**config.mk**
```make
export PLATFORM = sky130hd
export DESIGN_NAME = imu_frame_deframer_flat
export DESIGN_NICKNAME = d
export VERILOG_FILES = /design/src/rtl/imu_fd_pkg.sv /design/src/rtl/imu_fd_if.sv /design/src/rtl/imu_frame_deframer.sv /design/src/flat_wrapper.sv
export SDC_FILE = /design/constraint.sdc
export NUM_CORES = 1
export LEC_CHECK = 0
export ABC_AREA = 1
export BUFFER_PORTS_ARGS = -buffer_cell sky130_fd_sc_hd__buf_2
export CORE_MARGIN = 2
export CORE_UTILIZATION = 60
export DETAILED_ROUTE_END_ITERATION = 16
export PLACE_DENSITY = 0.85
export SLEW_MARGIN = 20
export SYNTH_ARGS = -nofsm -noshare
export SYNTH_HDL_FRONTEND = slang
export SYNTH_SLANG_ARGS = --single-unit
```
**constraint.sdc**
```tcl
create_clock -name i_clk -period 13.64 [get_ports i_clk]
set_input_delay 2.046 -clock i_clk [delete_from_list [all_inputs] [get_ports i_clk]]
set_output_delay 2.046 -clock i_clk [all_outputs]
set_load 0.005 [all_outputs]
```
**src/rtl/imu_fd_pkg.sv**
```systemverilog
// Package: frame constants, kind codes and the type-to-kind decode for the IMU deframer
`default_nettype none

package imu_fd_pkg;

    localparam logic [7:0] HDR_BYTE      = 8'h55;
    localparam logic [7:0] TYPE_ACCEL    = 8'h51;
    localparam logic [7:0] TYPE_RATE     = 8'h52;
    localparam logic [7:0] TYPE_ANGLE    = 8'h53;
    localparam logic [7:0] TYPE_MAG      = 8'h54;
    localparam logic [7:0] TYPE_PORTS    = 8'h55;

    localparam int unsigned FRAME_LEN    = 11;
    localparam int unsigned SUM_LEN      = 10;
    localparam int unsigned POS_W        = 4;
    localparam int unsigned PAY_BYTES    = 8;
    localparam int unsigned PAY_IDX_W    = 3;

    localparam logic [POS_W-1:0] POS_HDR  = '0;
    localparam logic [POS_W-1:0] POS_TYPE = POS_W'(1);
    localparam logic [POS_W-1:0] POS_PAY0 = POS_W'(2);
    localparam logic [POS_W-1:0] POS_CSUM = POS_W'(SUM_LEN);
    localparam logic [POS_W-1:0] POS_END  = POS_W'(FRAME_LEN);

    typedef enum logic [2:0] {
        KIND_ACCEL   = 3'd0,
        KIND_RATE    = 3'd1,
        KIND_ANGLE   = 3'd2,
        KIND_MAG     = 3'd3,
        KIND_PORTS   = 3'd4,
        KIND_UNKNOWN = 3'd5
    } t_kind;

    function automatic t_kind type_to_kind(input logic [7:0] t);
        t_kind k;
        unique case (t)
            TYPE_ACCEL: k = KIND_ACCEL;
            TYPE_RATE:  k = KIND_RATE;
            TYPE_ANGLE: k = KIND_ANGLE;
            TYPE_MAG:   k = KIND_MAG;
            TYPE_PORTS: k = KIND_PORTS;
            default:    k = KIND_UNKNOWN;
        endcase
        return k;
    endfunction

endpackage

`default_nettype wire

```
**src/rtl/imu_fd_if.sv**
```systemverilog
// Interfaces: byte input channel and frame result channel with valid/ready handshake
`default_nettype none

interface imu_fd_in_if;
    logic       valid;
    logic       ready;
    logic [7:0] rx_byte;

    modport source (output valid, output rx_byte, input ready);
    modport sink   (input valid, input rx_byte, output ready);
endinterface

interface imu_fd_out_if;
    logic               valid;
    logic               ready;
    logic        [7:0]  frame_type;
    logic        [2:0]  kind;
    logic signed [15:0] word0;
    logic signed [15:0] word1;
    logic signed [15:0] word2;
    logic signed [15:0] word3;
    logic               checksum_ok;

    modport source (
        output valid, output frame_type, output kind, output word0, output word1,
        output word2, output word3, output checksum_ok, input ready
    );
    modport sink (
        input valid, input frame_type, input kind, input word0, input word1,
        input word2, input word3, input checksum_ok, output ready
    );
endinterface

`default_nettype wire

```
**src/rtl/imu_frame_deframer.sv**
```systemverilog
// Top level: IMU byte-stream deframer with header resync and 8-bit sum checksum
`default_nettype none

// Takes one serial byte per cycle and parses 11-byte frames: header 0x55, type byte,
// four little-endian signed words and a checksum byte. Non-header bytes while waiting
// for a header are dropped. On each checksum byte one result is emitted, carrying the
// raw type, its kind code, the four words and a flag that the 8-bit sum of the first
// ten bytes matched; a failed checksum still emits a result. Throughput is one byte
// per cycle while the receiver holds no result: each byte passes an input register,
// a byte counter, an 8-bit adder and the result register. A result is registered on
// the edge at which its checksum byte leaves the input register, which waits while
// the receiver holds a result. The input accepts while the input register is empty,
// or while the result register is free or being drained in the same cycle; a result
// held by the receiver stalls the input once the input register is occupied.
module imu_frame_deframer
    import imu_fd_pkg::*;
(
    input  wire logic         i_clk,
    input  wire logic         i_rst_n,
    imu_fd_in_if.sink         i_in,
    imu_fd_out_if.source      o_out
);

    logic                 r_in_vld;
    logic [7:0]           r_in_byte;
    logic [POS_W-1:0]     r_pos;
    logic [POS_W-1:0]     n_pos;
    logic [7:0]           r_sum;
    logic [7:0]           n_sum;
    logic [7:0]           r_type;
    logic [7:0]           r_pay [PAY_BYTES];
    logic                 r_out_vld;
    logic [7:0]           r_frame_type;
    t_kind                r_kind;
    logic signed [15:0]   r_word [4];
    logic                 r_csum_ok;

    logic                 s_out_free;
    logic                 s_move;
    logic                 s_emit;
    logic                 s_wr_type;
    logic                 s_wr_pay;
    logic [PAY_IDX_W-1:0] s_pay_idx;
    logic [POS_W-1:0]     s_pos;

    assign s_out_free = !r_out_vld || o_out.ready;
    assign s_move     = r_in_vld && s_out_free;
    assign i_in.ready = !r_in_vld || s_out_free;

    assign s_pos     = (r_pos >= POS_END) ? POS_HDR : r_pos;
    assign s_pay_idx = PAY_IDX_W'(s_pos - POS_PAY0);

    always_comb begin
        n_pos     = r_pos;
        n_sum     = r_sum;
        s_emit    = 1'b0;
        s_wr_type = 1'b0;
        s_wr_pay  = 1'b0;
        if (s_move) begin
            priority if (s_pos == POS_HDR) begin
                if (r_in_byte == HDR_BYTE) begin
                    n_sum = r_in_byte;
                    n_pos = POS_TYPE;
                end else begin
                    n_sum = '0;
                    n_pos = POS_HDR;
                end
            end else if (s_pos < POS_CSUM) begin
                s_wr_type = (s_pos == POS_TYPE);
                s_wr_pay  = (s_pos != POS_TYPE);
                n_sum     = r_sum + r_in_byte;
                n_pos     = s_pos + POS_W'(1);
            end else begin
                s_emit = 1'b1;
                n_sum  = '0;
                n_pos  = POS_HDR;
            end
        end
    end

    always_ff @(posedge i_clk) begin
        if (!i_rst_n) begin
            r_in_vld  <= 1'b0;
            r_pos     <= POS_HDR;
            r_sum     <= '0;
            r_out_vld <= 1'b0;
        end else begin
            if (i_in.valid && i_in.ready) begin
                r_in_vld <= 1'b1;
            end else if (s_move) begin
                r_in_vld <= 1'b0;
            end
            r_pos <= n_pos;
            r_sum <= n_sum;
            if (s_emit) begin
                r_out_vld <= 1'b1;
            end else if (o_out.ready) begin
                r_out_vld <= 1'b0;
            end
        end
    end

    always_ff @(posedge i_clk) begin
        if (i_in.valid && i_in.ready) begin
            r_in_byte <= i_in.rx_byte;
        end
        if (s_wr_type) begin
            r_type <= r_in_byte;
        end
        if (s_wr_pay) begin
            r_pay[s_pay_idx] <= r_in_byte;
        end
        if (s_emit) begin
            r_frame_type <= r_type;
            r_kind       <= type_to_kind(r_type);
            r_word[0]    <= {r_pay[1], r_pay[0]};
            r_word[1]    <= {r_pay[3], r_pay[2]};
            r_word[2]    <= {r_pay[5], r_pay[4]};
            r_word[3]    <= {r_pay[7], r_pay[6]};
            r_csum_ok    <= (r_sum == r_in_byte);
        end
    end

    assign o_out.valid       = r_out_vld;
    assign o_out.frame_type  = r_frame_type;
    assign o_out.kind        = r_kind;
    assign o_out.word0       = r_word[0];
    assign o_out.word1       = r_word[1];
    assign o_out.word2       = r_word[2];
    assign o_out.word3       = r_word[3];
    assign o_out.checksum_ok = r_csum_ok;

    a_pos_range: assert property (@(posedge i_clk) disable iff (!i_rst_n)
        r_pos <= POS_CSUM)
        else $error("byte counter beyond checksum position");

    a_emit_restart: assert property (@(posedge i_clk) disable iff (!i_rst_n)
        s_emit |=> (r_pos == POS_HDR) && (r_sum == '0) && r_out_vld)
        else $error("frame end did not restart header search");

    a_no_overwrite: assert property (@(posedge i_clk) disable iff (!i_rst_n)
        (r_out_vld && !o_out.ready) |-> !s_emit)
        else $error("result overwritten while stalled");

    a_hdr_sum: assert property (@(posedge i_clk) disable iff (!i_rst_n)
        (s_move && (s_pos == POS_HDR) && (r_in_byte == HDR_BYTE))
            |=> (r_pos == POS_TYPE) && (r_sum == HDR_BYTE))
        else $error("header did not seed running sum");

endmodule

`default_nettype wire
```
**src/flat_wrapper.sv**
```systemverilog
// flat-port wrapper written by rule: the top's interface ports become plain ports
module imu_frame_deframer_flat import imu_fd_pkg::*;
  (i_clk, i_rst_n, i_in_valid, i_in_rx_byte, i_in_ready, o_out_valid, o_out_frame_type, o_out_kind, o_out_word0, o_out_word1, o_out_word2, o_out_word3, o_out_checksum_ok, o_out_ready);
  imu_fd_in_if i_in_i ();
  imu_fd_out_if o_out_i ();
  input  wire logic i_clk;
  input  wire logic i_rst_n;
  input wire logic [$bits(i_in_i.valid)-1:0] i_in_valid;
  input wire logic [$bits(i_in_i.rx_byte)-1:0] i_in_rx_byte;
  output wire logic [$bits(i_in_i.ready)-1:0] i_in_ready;
  output wire logic [$bits(o_out_i.valid)-1:0] o_out_valid;
  output wire logic [$bits(o_out_i.frame_type)-1:0] o_out_frame_type;
  output wire logic [$bits(o_out_i.kind)-1:0] o_out_kind;
  output wire logic [$bits(o_out_i.word0)-1:0] o_out_word0;
  output wire logic [$bits(o_out_i.word1)-1:0] o_out_word1;
  output wire logic [$bits(o_out_i.word2)-1:0] o_out_word2;
  output wire logic [$bits(o_out_i.word3)-1:0] o_out_word3;
  output wire logic [$bits(o_out_i.checksum_ok)-1:0] o_out_checksum_ok;
  input wire logic [$bits(o_out_i.ready)-1:0] o_out_ready;
  assign i_in_i.valid = i_in_valid;
  assign i_in_i.rx_byte = i_in_rx_byte;
  assign i_in_ready = i_in_i.ready;
  assign o_out_valid = o_out_i.valid;
  assign o_out_frame_type = o_out_i.frame_type;
  assign o_out_kind = o_out_i.kind;
  assign o_out_word0 = o_out_i.word0;
  assign o_out_word1 = o_out_i.word1;
  assign o_out_word2 = o_out_i.word2;
  assign o_out_word3 = o_out_i.word3;
  assign o_out_checksum_ok = o_out_i.checksum_ok;
  assign o_out_i.ready = o_out_ready;
  imu_frame_deframer u_core (.i_clk(i_clk), .i_rst_n(i_rst_n), .i_in(i_in_i), .o_out(o_out_i));
endmodule
```
==> results.sh, run 1 <==
export IMPL_seq_area_frac_synth_pct=84.30
export IMPL_reg2reg_from="u_core.r_pos[0]"
export IMPL_hp_class="reg2reg"
export IMPL_cp_max_fo=3
export IMPL_synthCells=344
export IMPL_synth_area_per_cell_um2=17.12
export IMPL_core_area_mm2=0.009639
export IMPL_synth_net_count=367
export IMPL_rsz0062_at_grt="no"
export IMPL_layout_drive_gt1_share_pct=29.96
export IMPL_vias=3148
export IMPL_multi_input_area_um2=815.8
export IMPL_clock_skew_ns=0.01081
export IMPL_dr_wl_met2_um=5011
export IMPL_ant_nets=0
export IMPL_start_util_pct=61.10
export IMPL_r2r_slack_ns=11.01
export IMPL_tns_ns=0
export IMPL_nNetsFinal=474
export IMPL_synth_warnings=0
export IMPL_hold_violations=0
export IMPL_filler_cell_count=576
export IMPL_final_common_cell="edfxtp_1"
export IMPL_route_met3_wl_um=781
export IMPL_fp_dieArea_mm2=0.01062
export IMPL_hold_depth=0
export IMPL_areaGrowthSynthToFinish_pct=20.12
export IMPL_gp_congestion=0.8477
export IMPL_cts_tree="yes"
export IMPL_ios=90
export IMPL_viasPerCell=5.273
export IMPL_cts_sinks=170
export IMPL_diodes=0
export IMPL_route_detailed_drc=0
export IMPL_cp_end_kind="output port"
export IMPL_fin_crit_sh_pct=33.61
export IMPL_io_buffers=89
export IMPL_crit_path_start_kind="input port"
export IMPL_min_delay_start="u_core.r_pay[6][5]"
export IMPL_setup_violations=0
export IMPL_die_h_um=103.1
export IMPL_clk_latency_ns=0.54
export IMPL_arrival_ns=2.54
export IMPL_grt_pass1_wl_um=15410
export IMPL_synthesis_area_mm2=0.005889
export IMPL_worstPathRequired_ns=11.59
export IMPL_numCtsBuffers=17
export IMPL_max_freq_ghz=0.2181
export IMPL_mostFrequentLayoutCells="edfxtp_1, buf_2, nand2_1"
export IMPL_ir_worst_vdd_mv=0.08611
export IMPL_wire_per_inst_um=17.06
export IMPL_powerDensity_mw_per_mm2=149.0
export IMPL_cts_resized=0
export IMPL_maxCapViolCount=0
export IMPL_yosysTopAreaCell="edfxtp_1"
export IMPL_synthDistinctLibCells=26
export IMPL_drtIter0Drc=307
export IMPL_grt_overflow=0
export IMPL_r2r_end="u_core.r_pay[7][0]"
export IMPL_dp_hpwl_um=6366
export IMPL_ys_top_cells_by_area="edfxtp_1, dfxtp_1, nand2_1"
export IMPL_final_seq_area_mm2=0.004965
export IMPL_fin_hold_ws_ns=0.4141
export IMPL_clk_path_buf_depth=2
export IMPL_reg2reg_depth=10
export IMPL_worstMarginPinSlew_ns=1.041
export IMPL_die_x_um=103.1
export IMPL_first_pass_iters=5
export IMPL_gr_usage_all_layers_pct=20.52
export IMPL_p_leak_uw=0.002665
export IMPL_total_power_uw=1054
export IMPL_status="finished, final reports clean"
export IMPL_ys_ff_latch=170
export IMPL_worstHoldEndpoint="u_core.r_word[3][5]"
export IMPL_crit_type="in2out"
export IMPL_synth_top_area_share_pct=79.54
export IMPL_rows=36
export IMPL_cts_hold_buf=0
export IMPL_clock_tree_root_cell="clkbuf_8"
export IMPL_slew_headroom_pct=30.09
export IMPL_dr_max_layer_used="met4"
export IMPL_grt_max_degree=48
export IMPL_finalMaxSlewViolations=0
export IMPL_clk_pin_slew_ns=0.06
export IMPL_grt_pass1_vias=3078
export IMPL_cts_htree_levels=4
export IMPL_fin_crit_ns=4.585
export IMPL_wirelength_um=10190
export IMPL_met1_length_um=4187
export IMPL_antenna_found_initial=0
export IMPL_cts_setup_buffers=0
[through the flow]
step,worst slack (ns),cells,instance area [um2],utilization (%)
3_5_place_dp,9.059,565,6507,67.51
3_3_place_gp,9.079,565,6507,67.51
5_1_grt,8.990,597,7074,73.39
2_1_floorplan,7.482,344,5889,-
6_report,9.055,597,7074,73.39
4_1_cts,9.053,597,7069,73.34
[state kept, by name, summed over array words and instances, names as in the netlist]
register                  cells
u_core.r_pay                 64
u_core.r_word                64
u_core.r_pos                  4
u_core.r_in_byte              8
u_core.r_type                 8
u_core.o_out.frame_type       8
u_core.r_in_vld               1
u_core.o_out.kind             3
u_core.o_out.checksum_ok      1
u_core.r_sum                  8
u_core.o_out.valid            1
[worst max-delay path: stages]
cell and delay [ns]:
buf_2 0.09, inv_1 0.04, nand2_1 0.06, inv_1 0.08, nand2_1 0.08, buf_2 0.13
[routing by layer]
layer / up-vias / track usage (%)
li1: 1466 / -
met1: 1507 / 26.72
met2: 156 / 31.92
met3: 19 / 6.305
met4: 0 / 9.818
met5: - / 0
[cell usage after synthesis (all sizes together)]
master     n
edfxtp   156
nand4      4
nor4       2
nor3       3
inv       30
nand3b     4
xor2       3
nor2      17
clkbuf     1
o21ai     10
ha        10
buf        1
fa         1
dfxtp     14
nand2     55
o2111ai    1
nand3     13
a21oi     16
or2        3
[cell families after synthesis]
| family | after synthesis | share of synthesized area, % |
|---|---|---|
| buffers and inverters | 32 | 2.060 |
| flip-flops | 170 | 84.30 |
| XOR/XNOR | 3 | 0.4462 |
| AND/OR/NAND/NOR | 101 | 8.370 |
| adder cells (fa/ha/maj) | 11 | 2.464 |
| AO/OA/AOI/OAI | 27 | 2.358 |
[report_power, final]
part	switching [uW]	internal (uW)	leakage [uW]	total, uW
Clock	192	260	0.000276	452
Combinational	13.6	8.11	0.000867	21.7
Sequential	9.78	571	0.00152	580
Total	215	839	0.00267	1050
[worst max path at each step]
stage,slack (ns),end,cells after the start,from
detailed placement,9.06,i_in_ready,6,o_out_ready
global route,8.99,i_in_ready,6,o_out_ready
global placement,9.08,i_in_ready,6,o_out_ready
floorplan,7.48,u_core.o_out.checksum_ok,5,o_out_ready
finish,9.06,i_in_ready,6,o_out_ready
CTS,9.05,i_in_ready,6,o_out_ready
[cell type report]
type                    instances  share of cell area [%]
clock inverters                15                   2.087
well taps                     133                   2.352
multi-input cells             142                   11.53
clock buffers                  17                   5.854
flip-flops and latches        170                   70.18
inverters                      30                   1.592
repair buffers                 90                   6.403
Power figures use the tool's default switching activity.
==> inputs of run 2 (changes only) <==
- CORE_UTILIZATION: 60 -> 50
- PLACE_DENSITY: 0.85 -> 0.75
- clock period: 13.64 -> 4.1 ns (I/O delays scaled with it)
==> results.sh, run 2 (synthesis results as in run 1) <==
export IMPL_crit_type="reg2reg"
export IMPL_use_met1_pct=21.23
export IMPL_tns_ns=0
export IMPL_status="finished, final reports clean"
export IMPL_total_power_uw=3521
export IMPL_fin_area_mm2=0.007107
export IMPL_clock_skew_ns=0.01119
export IMPL_ir_worst_vdd_mv=0.3055
export IMPL_cts_setup_buffers=0
export IMPL_crit_path_start_kind="flip-flop"
export IMPL_cts_tree="yes"
export IMPL_cts_htree_levels=4
export IMPL_post_place_cells=575
export IMPL_core_area_mm2=0.01147
export IMPL_cts_hold_buf=0
export IMPL_rsz0062_at_grt="no"
export IMPL_first_pass_iters=5
export IMPL_final_common_cell="edfxtp_1"
export IMPL_grt_overflow=0
export IMPL_worstMarginPinSlew_ns=1.141
export IMPL_gp_congestion=0.8789
export IMPL_diodes=0
export IMPL_hp_class="in2reg"
export IMPL_fp_dieArea_mm2=0.01266
export IMPL_clk_path_buf_depth=2
export IMPL_antenna_found_initial=0
export IMPL_areaGrowthSynthToFinish_pct=20.67
export IMPL_die_x_um=112.5
export IMPL_dp_hpwl_um=6757
export IMPL_fin_crit_ns=2.616
export IMPL_powerDensity_mw_per_mm2=495.4
export IMPL_gr_usage_all_layers_pct=16.84
export IMPL_wirelength_um=10040
export IMPL_rows=39
export IMPL_fin_hold_ws_ns=0.3739
export IMPL_arrival_ns=2.65
export IMPL_ant_nets=0
export IMPL_cts_resized=0
export IMPL_wire_per_inst_um=16.55
export IMPL_cp_max_fo=10
export IMPL_route_detailed_drc=0
export IMPL_dpl_cell_area_mm2=0.006533
export IMPL_busiest_layer="met2"
export IMPL_grt_util_met2_pct=26.75
export IMPL_nNetsFinal=474
export IMPL_layout_drive_gt1_share_pct=29.74
export IMPL_worstPathRequired_ns=4.13
export IMPL_finalMaxSlewViolations=0
export IMPL_clock_tree_root_cell="clkbuf_16"
export IMPL_vias=3023
export IMPL_filler_cell_count=818
export IMPL_fin_crit_sh_pct=63.80
export IMPL_numCtsBuffers=17
export IMPL_drtIter0Drc=235
export IMPL_slew_headroom_pct=23.38
export IMPL_instances_no_fill=607
export IMPL_cts_sinks=170
export IMPL_io_buffers=89
export IMPL_max_freq_ghz=0.3823
export IMPL_clk_pin_slew_ns=0.06
export IMPL_hold_violations=0
export IMPL_cp_end_kind="flip-flop"
export IMPL_viasPerCell=4.980
export IMPL_grt_pass1_wl_um=15610
export IMPL_start_util_pct=51.36
export IMPL_mostFrequentLayoutCells="edfxtp_1, buf_2, nand2_1"
export IMPL_grt_pass1_vias=2940
export IMPL_ios=90
export IMPL_gr_usage_met3_pct=6.102
export IMPL_p_leak_uw=0.002661
export IMPL_grt_max_degree=46
export IMPL_maxCapViolCount=0
export IMPL_reg_top3="u_core.r_pay x64, u_core.r_word x64"
export IMPL_die_h_um=112.5
export IMPL_clk_latency_ns=0.41
export IMPL_setup_violations=0
[run 2: final cells by class]
| cell class | instances | area, um2 | share of cell area [%] |
|---|---|---|---|
| Inverter | 30 | 112.6 | 1.585 |
| Timing Repair Buffer | 90 | 465.4 | 6.549 |
| Clock inverter | 14 | 145.1 | 2.042 |
| Tap cell | 143 | 178.9 | 2.518 |
| Multi-Input combinational cell | 142 | 810.8 | 11.41 |
| Clock buffer | 18 | 429.2 | 6.039 |
| Sequential cell | 170 | 4965 | 69.86 |
[run 2: routing by layer]
metal  vias to the layer above  routed length [um]
met5                         -                   0
met4                         0                  97
met1                      1450                4331
met2                       101                4971
met3                         6                 642
li1                       1466                   -
[run 2: worst paths after layout]
check | slack, ns | startpoint | end | depth (start not counted)
max | 1.48 | u_core.r_pos[0] | u_core.r_pay[6][5] | 10
min | 0.37 | i_in_rx_byte[6] | u_core.r_in_byte[6] | 1
max reg2reg | 1.48 | u_core.r_pos[0] | u_core.r_pay[6][5] | 10
min reg2reg | 0.41 | u_core.r_pay[2][6] | u_core.r_word[1][6] | 0
[run 2: worst max-delay path, cell delays in order, from the launching register on]
cell	delay [ns]
dfxtp_1	0.36
nand2_1	0.13
nand2_1	0.06
nand2_1	0.07
nand2_1	0.14
ha_1	0.26
nand3_2	0.10
nand2_4	0.08
nor2_8	0.17
nand2_4	0.08
nor3_1	0.78
[run 2: power by group]
group / leakage (uW) / switching [uW] / internal (uW) / total, uW
clock network: 0.000273 / 622 / 898 / 1520
registers: 0.00152 / 31.1 / 1900 / 1930
logic: 0.000866 / 44.2 / 27.0 / 71.2
[run 2: stage by stage]
stage | setup slack [ns] | utilization [%]
finish | 1.484 | 61.97
global placement | 1.628 | 56.97
global route | 1.259 | 61.97
CTS | 1.529 | 61.97
floorplan | 0.6607 | -
detailed placement | 1.549 | 56.97
==> inputs of run 3 (changes only) <==
- clock period: 4.1 -> 2.34 ns (I/O delays scaled with it)
==> results.sh, run 3 (synthesis results as in run 1) <==
export IMPL_grt_overflow=0
export IMPL_dpl_cell_area_mm2=0.006660
export IMPL_areaGrowthSynthToFinish_pct=22.24
export IMPL_cp_end_kind="flip-flop"
export IMPL_die_h_um=112.5
export IMPL_swShare_pct=18.99
export IMPL_gp_congestion=0.8794
export IMPL_slew_headroom_pct=60.31
export IMPL_tns_ns=0
export IMPL_dp_hpwl_um=6763
export IMPL_cts_htree_levels=4
export IMPL_setup_violations=0
export IMPL_clk_latency_ns=0.42
export IMPL_grt_pass1_vias=3090
export IMPL_clk_pin_slew_ns=0.06
export IMPL_reg_top3="u_core.r_pay x64, u_core.r_word x64"
export IMPL_route_detailed_drc=0
export IMPL_combPwrFrac_pct=2.9
export IMPL_powerDensity_mw_per_mm2=843.0
export IMPL_finalMaxSlewViolations=0
export IMPL_cts_tree="yes"
export IMPL_start_util_pct=51.36
export IMPL_path_common_cell="nand2_1"
export IMPL_layout_drive_gt1_share_pct=31.38
export IMPL_drtIter0Drc=205
export IMPL_cp_max_fo=10
export IMPL_core_area_mm2=0.01147
export IMPL_cp_top_family="simple AND/OR/NAND/NOR gates"
export IMPL_vias=3156
export IMPL_p_leak_uw=0.002740
export IMPL_io_buffers=89
export IMPL_fin_crit_sh_pct=92.33
export IMPL_ant_nets=0
export IMPL_cp_slowest_cell="dfxtp_1"
export IMPL_fin_area_mm2=0.007199
export IMPL_crit_path_start_kind="flip-flop"
export IMPL_grt_pass1_wl_um=16070
export IMPL_nNetsFinal=491
export IMPL_cts_sinks=170
export IMPL_fin_crit_ns=2.161
export IMPL_rsz0062_at_grt="no"
export IMPL_gr_usage_all_layers_pct=17.12
export IMPL_status="finished, final reports clean"
export IMPL_rows=39
export IMPL_clk_path_buf_depth=2
export IMPL_fp_dieArea_mm2=0.01266
export IMPL_seqPwrFrac_pct=55.2
export IMPL_numCtsBuffers=17
export IMPL_filler_cell_count=777
export IMPL_slowest_delay_ns=0.36
export IMPL_die_x_um=112.5
export IMPL_antenna_found_initial=0
export IMPL_ios=90
export IMPL_crit_buf_inv=2
export IMPL_crit_type="reg2reg"
export IMPL_max_freq_ghz=0.4629
export IMPL_clock_tree_root_cell="clkbuf_16"
export IMPL_clock_skew_ns=0.008254
export IMPL_hold_violations=0
export IMPL_p_int_uw=4917
export IMPL_power_switching_uw=1152
export IMPL_wirelength_um=10260
export IMPL_first_pass_iters=6
export IMPL_mostFrequentLayoutCells="edfxtp_1, buf_2, nand2_1"
export IMPL_grt_max_degree=45
export IMPL_diodes=0
export IMPL_clock_power_share_pct=41.9
export IMPL_cts_hold_buf=0
export IMPL_worstMarginPinSlew_ns=0.5954
export IMPL_hp_class="in2reg"
export IMPL_cp_cell_sequence="nand2_1 -> nand2_1 -> nand2_1 -> nand2_1 -> ha_1 -> nand3_2 -> nand2_4 -> nor2_8 -> nand2_4 -> inv_2 -> nand2_2 -> nor2_1 -> buf_4"
export IMPL_arrival_ns=2.29
export IMPL_wire_per_inst_um=16.52
export IMPL_ir_worst_vdd_mv=0.4242
export IMPL_maxCapViolCount=0
export IMPL_viasPerCell=5.082
export IMPL_worstPathRequired_ns=2.47
export IMPL_final_common_cell="edfxtp_1"
[run 3: cell type report]
| class | count | area, um2 | area share (%) |
|---|---|---|---|
| Timing Repair Buffer | 107 | 593.1 | 8.238 |
| Clock inverter | 11 | 107.6 | 1.495 |
| Sequential cell | 170 | 4965 | 68.96 |
| Multi-Input combinational cell | 142 | 813.3 | 11.30 |
| Tap cell | 143 | 178.9 | 2.485 |
| Inverter | 30 | 112.6 | 1.564 |
| Clock buffer | 18 | 429.2 | 5.961 |
[run 3: worst paths after layout]
path                                          from                    to  cells after the start  slack, ns
worst max-delay path               u_core.r_pos[1]    u_core.r_pay[1][3]                     13       0.18
worst min-delay path               i_in_rx_byte[6]   u_core.r_in_byte[6]                      1       0.10
worst max register to register     u_core.r_pos[1]    u_core.r_pay[1][3]                     13       0.18
worst min register to register  u_core.r_pay[5][5]  u_core.r_word[2][13]                      0       0.42
[run 3: metal layers]
metal / wire (um) / GRT usage, % / vias up
met5: 0 / 0 / -
met3: 610 / 4.860 / 18
met1: 4314 / 21.14 / 1525
li1: - / - / 1493
met4: 203 / 8.293 / 0
met2: 5133 / 28.07 / 120
[run 3: stage by stage]
stage | util, % | total power, uW | hold WS [ns] | instances | setup WS (ns)
2_1_floorplan | - | 3508 | 0.4003 | 344 | 0.03440
3_3_place_gp | 58.08 | 3578 | 0.4037 | 592 | 0.2991
3_5_place_dp | 58.08 | 3587 | 0.4045 | 592 | 0.2587
4_1_cts | 62.76 | 6114 | 0.08623 | 621 | 0.1902
5_1_grt | 62.78 | 6266 | 0.09165 | 621 | 0.003548
6_report | 62.78 | 6069 | 0.1025 | 621 | 0.1795
[run 3: power groups by stage]
stage	Combinational, uW	Clock (uW)	Sequential [uW]
3_3_place_gp	167	0	3410
3_5_place_dp	174	0	3410
5_1_grt	196	2720	3350
2_1_floorplan	93.4	0	3410
6_report	176	2540	3350
4_1_cts	176	2590	3350
[run 3: what timing repair did]
| item | 4_1_cts | 5_1_grt |
|---|---|---|
| endpoints found under the setup margin | 0 | 21 |
| resized for setup | 0 | 1 |
| buffers inserted | 0 | 0 |
